`config.mk`:
```
export PLATFORM = sky130hd
export DESIGN_NAME = ewis_cell
export DESIGN_NICKNAME = d
export VERILOG_FILES = /design/src/hdl/edge_weight_insertion_sort_defines.svh /design/src/hdl/ewis_pkg.sv /design/src/hdl/ewis_cell.sv
export SDC_FILE = /design/constraint.sdc
export NUM_CORES = 1
export LEC_CHECK = 0
export BUFFER_PORTS_ARGS = -buffer_cell sky130_fd_sc_hd__buf_2
export CORE_MARGIN = 3
export CORE_UTILIZATION = 46
export DETAILED_ROUTE_END_ITERATION = 10
export GPL_TIMING_DRIVEN = 0
export PLACE_DENSITY = 0.87
export SYNTH_ARGS = -nofsm -noshare
export SYNTH_HDL_FRONTEND = slang
export SYNTH_SLANG_ARGS = --single-unit
```
`constraint.sdc`:
```
create_clock -name clk_i -period 7.8 [get_ports clk_i]
set_clock_uncertainty 0.2 [all_clocks]
set_input_delay 0.78 -clock clk_i [delete_from_list [all_inputs] [get_ports clk_i]]
set_output_delay 0.78 -clock clk_i [all_outputs]
set_load 0.02 [all_outputs]
```
`src/hdl/edge_weight_insertion_sort_defines.svh`:
```
// Assertion macros for the edge weight insertion sort block.
// Used by the top level only; assumes clk_i and rst_ni are in scope.
`ifndef EDGE_WEIGHT_INSERTION_SORT_DEFINES_SVH
`define EDGE_WEIGHT_INSERTION_SORT_DEFINES_SVH

// Check a property at every clock edge outside reset.
`define EWIS_ASSERT(name, prop, msg) \
  name: assert property (@(posedge clk_i) disable iff (!rst_ni) (prop)) else $error(msg);

// Check that a condition implies another in the next cycle.
`define EWIS_ASSERT_NEXT(name, ante, cons, msg) \
  name: assert property (@(posedge clk_i) disable iff (!rst_ni) (ante) |=> (cons)) \
    else $error(msg);

`endif

```
`src/hdl/ewis_pkg.sv`:
```
// Shared types and constants for the edge weight insertion sort block.
// No dependencies; imported by ewis_cell and edge_weight_insertion_sort.
package ewis_pkg;

  localparam int unsigned MaxEdgesDefault = 256;
  localparam int unsigned VertexW         = 10;
  localparam int unsigned WeightW         = 16;
  localparam int unsigned CountOutW       = 9;

  typedef enum logic [1:0] {
    OP_INSERT = 2'd0,
    OP_POP    = 2'd1,
    OP_CLEAR  = 2'd2
  } op_e;

  typedef enum logic [1:0] {
    ST_OK    = 2'd0,
    ST_FULL  = 2'd1,
    ST_EMPTY = 2'd2
  } status_e;

  // Command broadcast to every cell of the chain.
  typedef enum logic [1:0] {
    CMD_HOLD,
    CMD_INSERT,
    CMD_POP,
    CMD_CLEAR
  } cell_cmd_e;

  typedef struct packed {
    logic [VertexW-1:0]        start_vertex;
    logic [VertexW-1:0]        end_vertex;
    logic signed [WeightW-1:0] weight;
  } edge_t;

  typedef struct packed {
    cell_cmd_e cmd;
    edge_t     new_edge;
  } cell_ctrl_t;

  typedef struct packed {
    logic [1:0]                opcode;
    logic [VertexW-1:0]        start_vertex;
    logic [VertexW-1:0]        end_vertex;
    logic signed [WeightW-1:0] edge_weight;
  } ewis_in_t;

  typedef struct packed {
    logic                      edge_valid;
    logic [VertexW-1:0]        out_start_vertex;
    logic [VertexW-1:0]        out_end_vertex;
    logic signed [WeightW-1:0] out_weight;
    logic [CountOutW-1:0]      stored_count;
    status_e                   status;
  } ewis_out_t;

endpackage

```
`src/hdl/ewis_cell.sv`:
```
// One cell of the sorted edge chain: holds one edge and an occupied flag.
// Depends on ewis_pkg for the edge and control types.
module ewis_cell
  import ewis_pkg::*;
(
  input  logic       clk_i,
  input  logic       rst_ni,
  input  cell_ctrl_t ctrl_i,
  input  logic       prev_occ_i,
  input  logic       prev_gt_i,
  input  edge_t      prev_edge_i,
  input  logic       next_occ_i,
  input  edge_t      next_edge_i,
  output logic       occ_o,
  output logic       gt_o,
  output edge_t      edge_o
);

  logic  occ_q, occ_d;
  edge_t edge_q, edge_d;
  logic  gt;

  // Strictly heavier than the new edge, so equal weights stay ahead of it.
  assign gt = occ_q && (edge_q.weight > ctrl_i.new_edge.weight);

  always_comb begin
    occ_d  = occ_q;
    edge_d = edge_q;
    unique case (ctrl_i.cmd)
      CMD_INSERT: begin
        occ_d = occ_q | prev_occ_i;
        if (prev_gt_i) begin
          edge_d = prev_edge_i;
        end else if (gt || (!occ_q && prev_occ_i)) begin
          edge_d = ctrl_i.new_edge;
        end
      end
      CMD_POP: begin
        occ_d  = next_occ_i;
        edge_d = next_edge_i;
      end
      CMD_CLEAR: begin
        occ_d = 1'b0;
      end
      default: begin
      end
    endcase
  end

  always_ff @(posedge clk_i or negedge rst_ni) begin
    if (!rst_ni) begin
      occ_q <= 1'b0;
    end else begin
      occ_q <= occ_d;
    end
  end

  always_ff @(posedge clk_i) begin
    edge_q <= edge_d;
  end

  assign occ_o  = occ_q;
  assign gt_o   = gt;
  assign edge_o = edge_q;

endmodule
```
==> flow_metrics.py, run 1 <==
metrics = {
    "cts": {
        "cts_resized": 0,
        "cts_setup_buffers": 0,
        "insertion_delay_ns": 0.28,
        "cts_tree": "yes",
        "clock_sinks": 37,
        "ctsLongestPathBuffers": 2,
        "postCtsHoldBufs": 0,
        "numCtsBuffers": 5,
        "htree_levels": 2,
        "clock-root-buffer": "clkbuf_8",
        "cts.clk_slew.worst_paths_ns": 0.08,
    },
    "power": {
        "vdd_ir_drop_max_mv": 0.1200,
        "power.leakage_uw": 0.001621,
        "p_sw_share_pct": 30.46,
        "p_int_uw": 366.7,
        "p_seq_share_pct": 47.7,
        "power.total_uw": 527.3,
        "clockPowerShare_pct": 24.2,
        "pwr_density_cell_nw_per_um2": 163.4,
        "power_switching_uw": 160.6,
        "comb_power_share_pct": 28.0,
    },
    "synthesis": {
        "netlist_instances": 222,
        "synthTopCellsByCount": "nand2_1 (39), edfxtp_1 (36), mux2i_1 (36), o21ai_0 (27), inv_1 (17)",
        "synth.top_cells.by_area": "edfxtp_1 (47%), mux2i_1 (16%), ha_1 (8.7%)",
        "syn_avg_cell_area_sq_um": 10.38,
        "synth_top_area_share_pct": 46.91,
        "synthArstFlopShare_pct": 2.703,
        "synth_cell_types": 26,
        "synth_edf_count": 36,
        "synth_nets": 353,
        "yosys_warnings": 0,
        "syn_area_sq_um": 2305,
        "synth-seq-cells": 37,
        "yosysSeqAreaShare_pct": 47.99,
        "synth-main-ff-cell": "edfxtp_1",
        "synth_top_area_cell": "edfxtp_1",
        "synth.most_common_cell": "nand2_1",
    },
    "worst_setup_path": {
        "slowest_stage": "a2111oi_1",
        "cp-end-kind": "output pin",
        "path_cells": "buf_2 -> inv_1 -> ha_1 -> nor2b_1 -> o211ai_2 -> a2111oi_1 -> o31a_1 -> buf_2",
        "path_delay_family": "compound AO/OA/AOI/OAI gates",
        "max_stage_delay_ns": 0.36,
        "worst_r2r_endpoint": "edge_o[19]$_DFFE_PP_",
        "critPathArrivalTime_ns": 2.22,
        "crit_type": "in -> out",
        "crit_top_cell": "buf_2",
        "r2r_start": "edge_o[1]$_DFFE_PP_",
        "rrSetupSlack_ns": 4.98,
        "start_kind": "primary input",
        "path_max_fanout": 2,
        "worstRegToRegCells": 6,
        "critPathBufInv": 3,
        "worstPathRequired_ns": 6.82,
    },
    "die": {
        "die_area_sq_um": 5896,
        "rows": 25,
        "ios": 153,
        "die_h_microns": 76.79,
        "die_x_microns": 76.79,
        "core_sq_um": 4786,
        "initial_utilization_pct": 48.16,
    },
    "routing": {
        "drtAntennaViolNets": 0,
        "first_iter_violations": 122,
        "routed_via_density": 5.058,
        "wl_per_cell_microns": 14.31,
        "num_vias": 2266,
        "drc_errors": 0,
        "first_pass_iters": 4,
        "routed_wl_microns": 6409,
    },
    "sta": {
        "setup_tns_ns": 0,
        "rsz0062_at_grt": "false",
        "fin_crit_ns": 3.199,
        "worst_pin_slew_ns": 0.8250,
        "finalSetupViolCount": 0,
        "finalCritPeriodShare_pct": 41.02,
        "hold_violations": 0,
        "relSlewSlack_pct": 45.00,
        "fmax_mhz": 312.6,
        "finalMaxSlewViolations": 0,
    },
    "cells_and_area": {
        "areaGrowthSynthToFinish_pct": 40.01,
        "nets": 511,
        "num_antenna_cells": 0,
        "drive_above_1_share_pct": 43.31,
    },
    "global_route": {
        "grt_overflow": 0,
        "grt_pass1_vias": 2282,
        "antenna_found_initial": 0,
        "grt_max_degree": 37,
        "grt_util_all_layers_pct": 21.38,
        "grt_pass1_wl_microns": 10180,
    },
    "min_path": {
        "hold_path.class": "in -> async",
    },
    "place": {
        "port_buffers": 151,
        "dpl.hpwl_microns": 5050,
        "gp_congestion": 0.7906,
    },
    "job": {
        "maxCapViolCount": 0,
    },
    "outcome": {
        "outcome": "complete, no violations",
    },
}
cell families after synthesis:
| kind of cell | after synthesis | synth area share (%) |
|---|---|---|
| AOI/OAI and AO/OA | 53 | 13.08 |
| and+or+nand+nor | 51 | 9.609 |
| DFF | 37 | 47.99 |
| muxes | 36 | 15.64 |
| buffers and inverters | 29 | 4.994 |
| adders and majority gates | 16 | 8.686 |
cell type report:
type                       instances  area, sq um
clock buffer                       5        68.82
inverter                          17        63.81
fill                             388         1559
buffer                            12        51.30
clock inverter                     3        12.51
timing repair buffer             151        755.7
sequential                        37         1106
tap                               67        83.83
multi-input combinational        156         1085
through the flow:
stage	cells	setup slack, ns	instance area, sq um	utilization (%)	hold slack, ns
after global routing	448	4.523	3227	67.42	0.03548
after CTS	448	4.244	3226	67.40	0.04951
final	448	4.601	3227	67.42	0.05852
after detailed placement	440	3.941	3144	65.70	0.3586
after floorplan	222	4.404	2305	-	0.2844
after global placement	440	4.059	3144	65.70	0.3571
power by group through the flow:
stage	combinational, uW	clock [uW]	sequential, uW
after floorplan	59.4	0	281
after global placement	144	0	256
after detailed placement	148	0	257
after CTS	149	132	252
after global routing	163	140	254
final	148	128	252
how the worst max path moves through the flow:
stage,startpoint,endpoint,cells past startpoint
after global placement,ctrl_i[15],edge_o[23]$_DFFE_PP_,7
after global routing,ctrl_i[15],gt_o,7
final,ctrl_i[1],gt_o,8
after CTS,ctrl_i[15],edge_o[18]$_DFFE_PP_,7
after floorplan,ctrl_i[1],edge_o[0]$_DFFE_PP_,7
after detailed placement,ctrl_i[1],edge_o[22]$_DFFE_PP_,8
metal layers:
| metal | global-route usage [%] | vias up | part of all wire [%] | wire (microns) |
|---|---|---|---|---|
| met3 | 6.338 | 14 | 8.1 | 517 |
| met2 | 37.54 | 120 | 50 | 3206 |
| met1 | 25.13 | 1015 | 40 | 2592 |
| li1 | - | 1117 | - | - |
| met4 | 6.159 | 0 | 1.5 | 93 |
| met5 | 0 | - | 0 | 0 |
worst reg2reg max path: cells and delay by family (launching register included):
| kind | cells | cell delay (ns) |
|---|---|---|
| compound gates | 4 | 1.35 |
| fa+ha+maj | 1 | 0.30 |
| flops | 1 | 0.39 |
| simple gates | 1 | 0.18 |
sequential cells by signal, summed over array words and instances, names as in the netlist:
signal and count:
edge_o 36, occ_o 1
layout by cell type, fill, tap and decap left out, drive strengths merged:
cell type,instances
buf,157
nand2,39
o21ai,38
mux2i,36
edfxtp,36
inv,17
ha,16
clkbuf,11
a21oi,5
nor2b,4
nand4,4
clkinv,3
a21o,2
o21a,2
nor2,2
o211ai,1
a2111oi,1
nand3,1
a211oi,1
o2111ai,1
nor4,1
o31a,1
a211o,1
dfrtp,1
Power figures use the tool's default switching activity.
==> inputs of run 2 (changes only) <==
Settings changed: ABC_AREA set to 1, CORE_UTILIZATION 46 to 43, PLACE_DENSITY 0.87 to 0.82.
Clock period 7.8 ns to 3.2 ns, I/O delays scaled along.
==> run 2 against run 1 <==
Net effect: total power is 140% higher; count of clock-buffer cells in the layout is 2 higher; die area is 7.9% higher.
==> flow_metrics.py, run 2 <==
metrics = {
    "synthesis": {
        "synth_edf_count": 36,
        "synth_nets": 420,
        "synth_top_area_cell": "edfxtp_1",
        "yosysSeqAreaShare_pct": 47.30,
        "synth.most_common_cell": "nand2_1",
        "synthArstFlopShare_pct": 2.703,
        "synthTopCellsByCount": "nand2_1 (95), nor2_1 (44), a31oi_1 (36), edfxtp_1 (36), inv_1 (25)",
        "netlist_instances": 289,
        "synth_cell_types": 22,
        "synth-seq-cells": 37,
        "yosys_warnings": 0,
        "syn_area_sq_um": 2338,
        "syn_avg_cell_area_sq_um": 8.092,
        "synth_top_area_share_pct": 46.23,
        "synth.top_cells.by_area": "edfxtp_1 (46%), nand2_1 (15%), a31oi_1 (9.6%)",
        "synth-main-ff-cell": "edfxtp_1",
    },
    "cells_and_area": {
        "areaGrowthSynthToFinish_pct": 40.29,
        "layout_common_cells": "buf_2 (161), nand2_1 (94), nor2_1 (44), a31oi_1 (36), edfxtp_1 (36)",
        "fin_cells": 520,
        "fin_area_sq_um": 3281,
        "nets": 580,
        "largest_reg_flops": 36,
        "layout_commonest_cell": "buf_2",
        "num_antenna_cells": 0,
        "area.sequential_sq_um": 1106,
        "fillers": 480,
        "drive_above_1_share_pct": 39.11,
        "multiInputGateArea_sq_um": 1066,
    },
    "global_route": {
        "gr-usage-met1_pct": 25.18,
        "grt_busiest_layer": "met2",
        "grt_max_degree": 37,
        "grt_pass1_wl_microns": 10440,
        "grt_overflow": 0,
        "antenna_found_initial": 0,
        "grtUsageMet3_pct": 5.418,
        "grt_pass1_vias": 2416,
        "grt_util_all_layers_pct": 20.86,
        "met2_usage_pct": 35.98,
    },
    "worst_setup_path": {
        "critPathArrivalTime_ns": 2.42,
        "path_delay_family": "simple AND/OR/NAND/NOR gates",
        "crit_type": "reg -> reg",
        "path_depth": 12,
        "worstPathRequired_ns": 2.90,
        "worstRegToRegCells": 12,
        "slowest_stage": "nand2_2",
        "setup.worst_path.start": "edge_o[3]$_DFFE_PP_",
        "cp-end-kind": "register",
        "path_max_fanout": 36,
        "start_kind": "register",
        "crit_path_end": "edge_o[8]$_DFFE_PP_",
        "critPathBufInv": 0,
        "crit_top_cell": "nand2_1",
        "path_cells": "ha_1 -> a21oi_1 -> nand2_1 -> nand2_1 -> nand2_1 -> nand2_2 -> nand2_1 -> nand2_1 -> nand3_2 -> nand2_1 -> nand2_1 -> nand2_2",
        "rrSetupSlack_ns": 0.49,
        "worst_r2r_endpoint": "edge_o[8]$_DFFE_PP_",
        "max_stage_delay_ns": 0.65,
        "r2r_start": "edge_o[3]$_DFFE_PP_",
    },
    "power": {
        "power_switching_uw": 389.5,
        "p_sw_share_pct": 30.52,
        "pwr_density_cell_nw_per_um2": 389.0,
        "clockPowerShare_pct": 24.6,
        "vdd_ir_drop_max_mv": 0.2234,
        "p_seq_share_pct": 47.4,
        "power.leakage_uw": 0.001707,
        "comb_power_share_pct": 28.0,
        "power.total_uw": 1276,
        "p_int_uw": 886.7,
    },
    "cts": {
        "cts_resized": 0,
        "clock-root-buffer": "clkbuf_8",
        "insertion_delay_ns": 0.28,
        "clock_sinks": 37,
        "cts_tree": "yes",
        "htree_levels": 2,
        "cts.clk_slew.worst_paths_ns": 0.07,
        "numCtsBuffers": 5,
        "ctsLongestPathBuffers": 2,
    },
    "die": {
        "initial_utilization_pct": 45.21,
        "die_h_microns": 79.75,
        "die_area_sq_um": 6359,
        "ios": 153,
        "core_sq_um": 5172,
        "die_x_microns": 79.75,
        "rows": 26,
    },
    "routing": {
        "first_iter_violations": 101,
        "wl_per_cell_microns": 13.23,
        "drc_errors": 0,
        "drtAntennaViolNets": 0,
        "routed_wl_microns": 6881,
        "first_pass_iters": 6,
        "num_vias": 2593,
        "routed_via_density": 4.987,
    },
    "sta": {
        "rsz0062_at_grt": "false",
        "finalMaxSlewViolations": 0,
        "finalSetupViolCount": 0,
        "hold_violations": 0,
        "setup_tns_ns": 0,
        "relSlewSlack_pct": 40.77,
        "holdWs_ns": 0.05345,
        "fmax_mhz": 368.8,
        "fin_crit_ns": 2.712,
        "worst_pin_slew_ns": 0.8853,
        "finalCritPeriodShare_pct": 84.73,
    },
    "job": {
        "maxCapViolCount": 0,
    },
    "min_path": {
        "hold_path.class": "in -> reg",
    },
    "place": {
        "place_area_sq_um": 3189,
        "placed_cells": 511,
        "gp_congestion": 0.7477,
        "port_buffers": 152,
        "dpl.hpwl_microns": 5312,
    },
    "outcome": {
        "outcome": "complete, no violations",
    },
}
run 2: changes by cell type after synthesis, sizes merged, moves of 2 or more:
cell,previous run,this run
a31oi,0,36
buf,6,13
clkbuf,6,1
clkinv,0,2
inv,17,26
mux2i,36,0
nand2,39,98
nand3,1,3
nand4,4,1
nor2,2,46
nor2b,4,0
o21a,2,0
o21ai,38,2
run 2: per-layer routing:
metal	part of all wire [%]	routed length, microns	up-vias
met5	0	0	-
met4	1.6	112	0
met3	8.2	562	10
met2	50	3446	134
met1	40	2760	1166
li1	-	-	1283
run 2: repair_timing:
action	4_1_cts	5_1_grt
setup buffers	0	0
endpoints found under the hold margin	1	0
hold buffers	1	0
endpoints found under the setup margin	0	0
run 2: how the worst min path moves through the flow:
stage / end / start / depth (start not counted) / slack, ns
finish: occ_o$_DFFE_PN0P_ / ctrl_i[36] / 2 / 0.05
global route: occ_o$_DFFE_PN0P_ / ctrl_i[36] / 2 / 0.05
CTS: occ_o$_DFFE_PN0P_ / ctrl_i[36] / 2 / 0.04
detailed placement: occ_o$_DFFE_PN0P_ / rst_ni / 1 / -0.10
global placement: occ_o$_DFFE_PN0P_ / rst_ni / 1 / -0.10
floorplan: occ_o$_DFFE_PN0P_ / rst_ni / 0 / -0.18
run 2: worst reg2reg max path, cell delays in order (launching register included):
cell and delay (ns):
edfxtp_1 0.41, ha_1 0.31, a21oi_1 0.16, nand2_1 0.08, nand2_1 0.06, nand2_1 0.06
nand2_2 0.06, nand2_1 0.04, nand2_1 0.07, nand3_2 0.08, nand2_1 0.07, nand2_1 0.06
nand2_2 0.65
run 2: final cells by class:
cell class | instances | share of cell area, %
Timing Repair Buffer | 153 | 23.49
Multi-Input combinational cell | 210 | 32.49
Buffer | 14 | 1.945
Tap cell | 70 | 2.670
Clock inverter | 1 | 0.1526
Sequential cell | 37 | 33.71
Inverter | 28 | 3.204
Clock buffer | 7 | 2.326
run 2: kinds of logic (layout without fill, tap and decap cells):
logic type,after synthesis,count (layout),share of synthesized area (%)
AND/OR/NAND/NOR,148,148,24.77
flip-flops,37,37,47.30
buffers and inverters,42,203,7.223
AO/OA/AOI/OAI,46,46,12.15
adder cells (fa/ha/maj),16,16,8.561
run 2: power by group through the flow:
stage          combinational, uW  sequential, uW  clock, uW
6_report                     357             605        314
5_1_grt                      398             608        346
4_1_cts                      359             605        324
3_5_place_dp                 358             616          0
3_3_place_gp                 348             615          0
2_1_floorplan                151             669          0
run 2: through the flow:
step / utilization, % / worst slack (ns)
4_1_cts: 63.43 / 0.4794
5_1_grt: 63.43 / 0.3061
6_report: 63.43 / 0.4885
3_3_place_gp: 61.61 / -0.01754
3_5_place_dp: 61.66 / 0.4250
2_1_floorplan: - / 0.3776
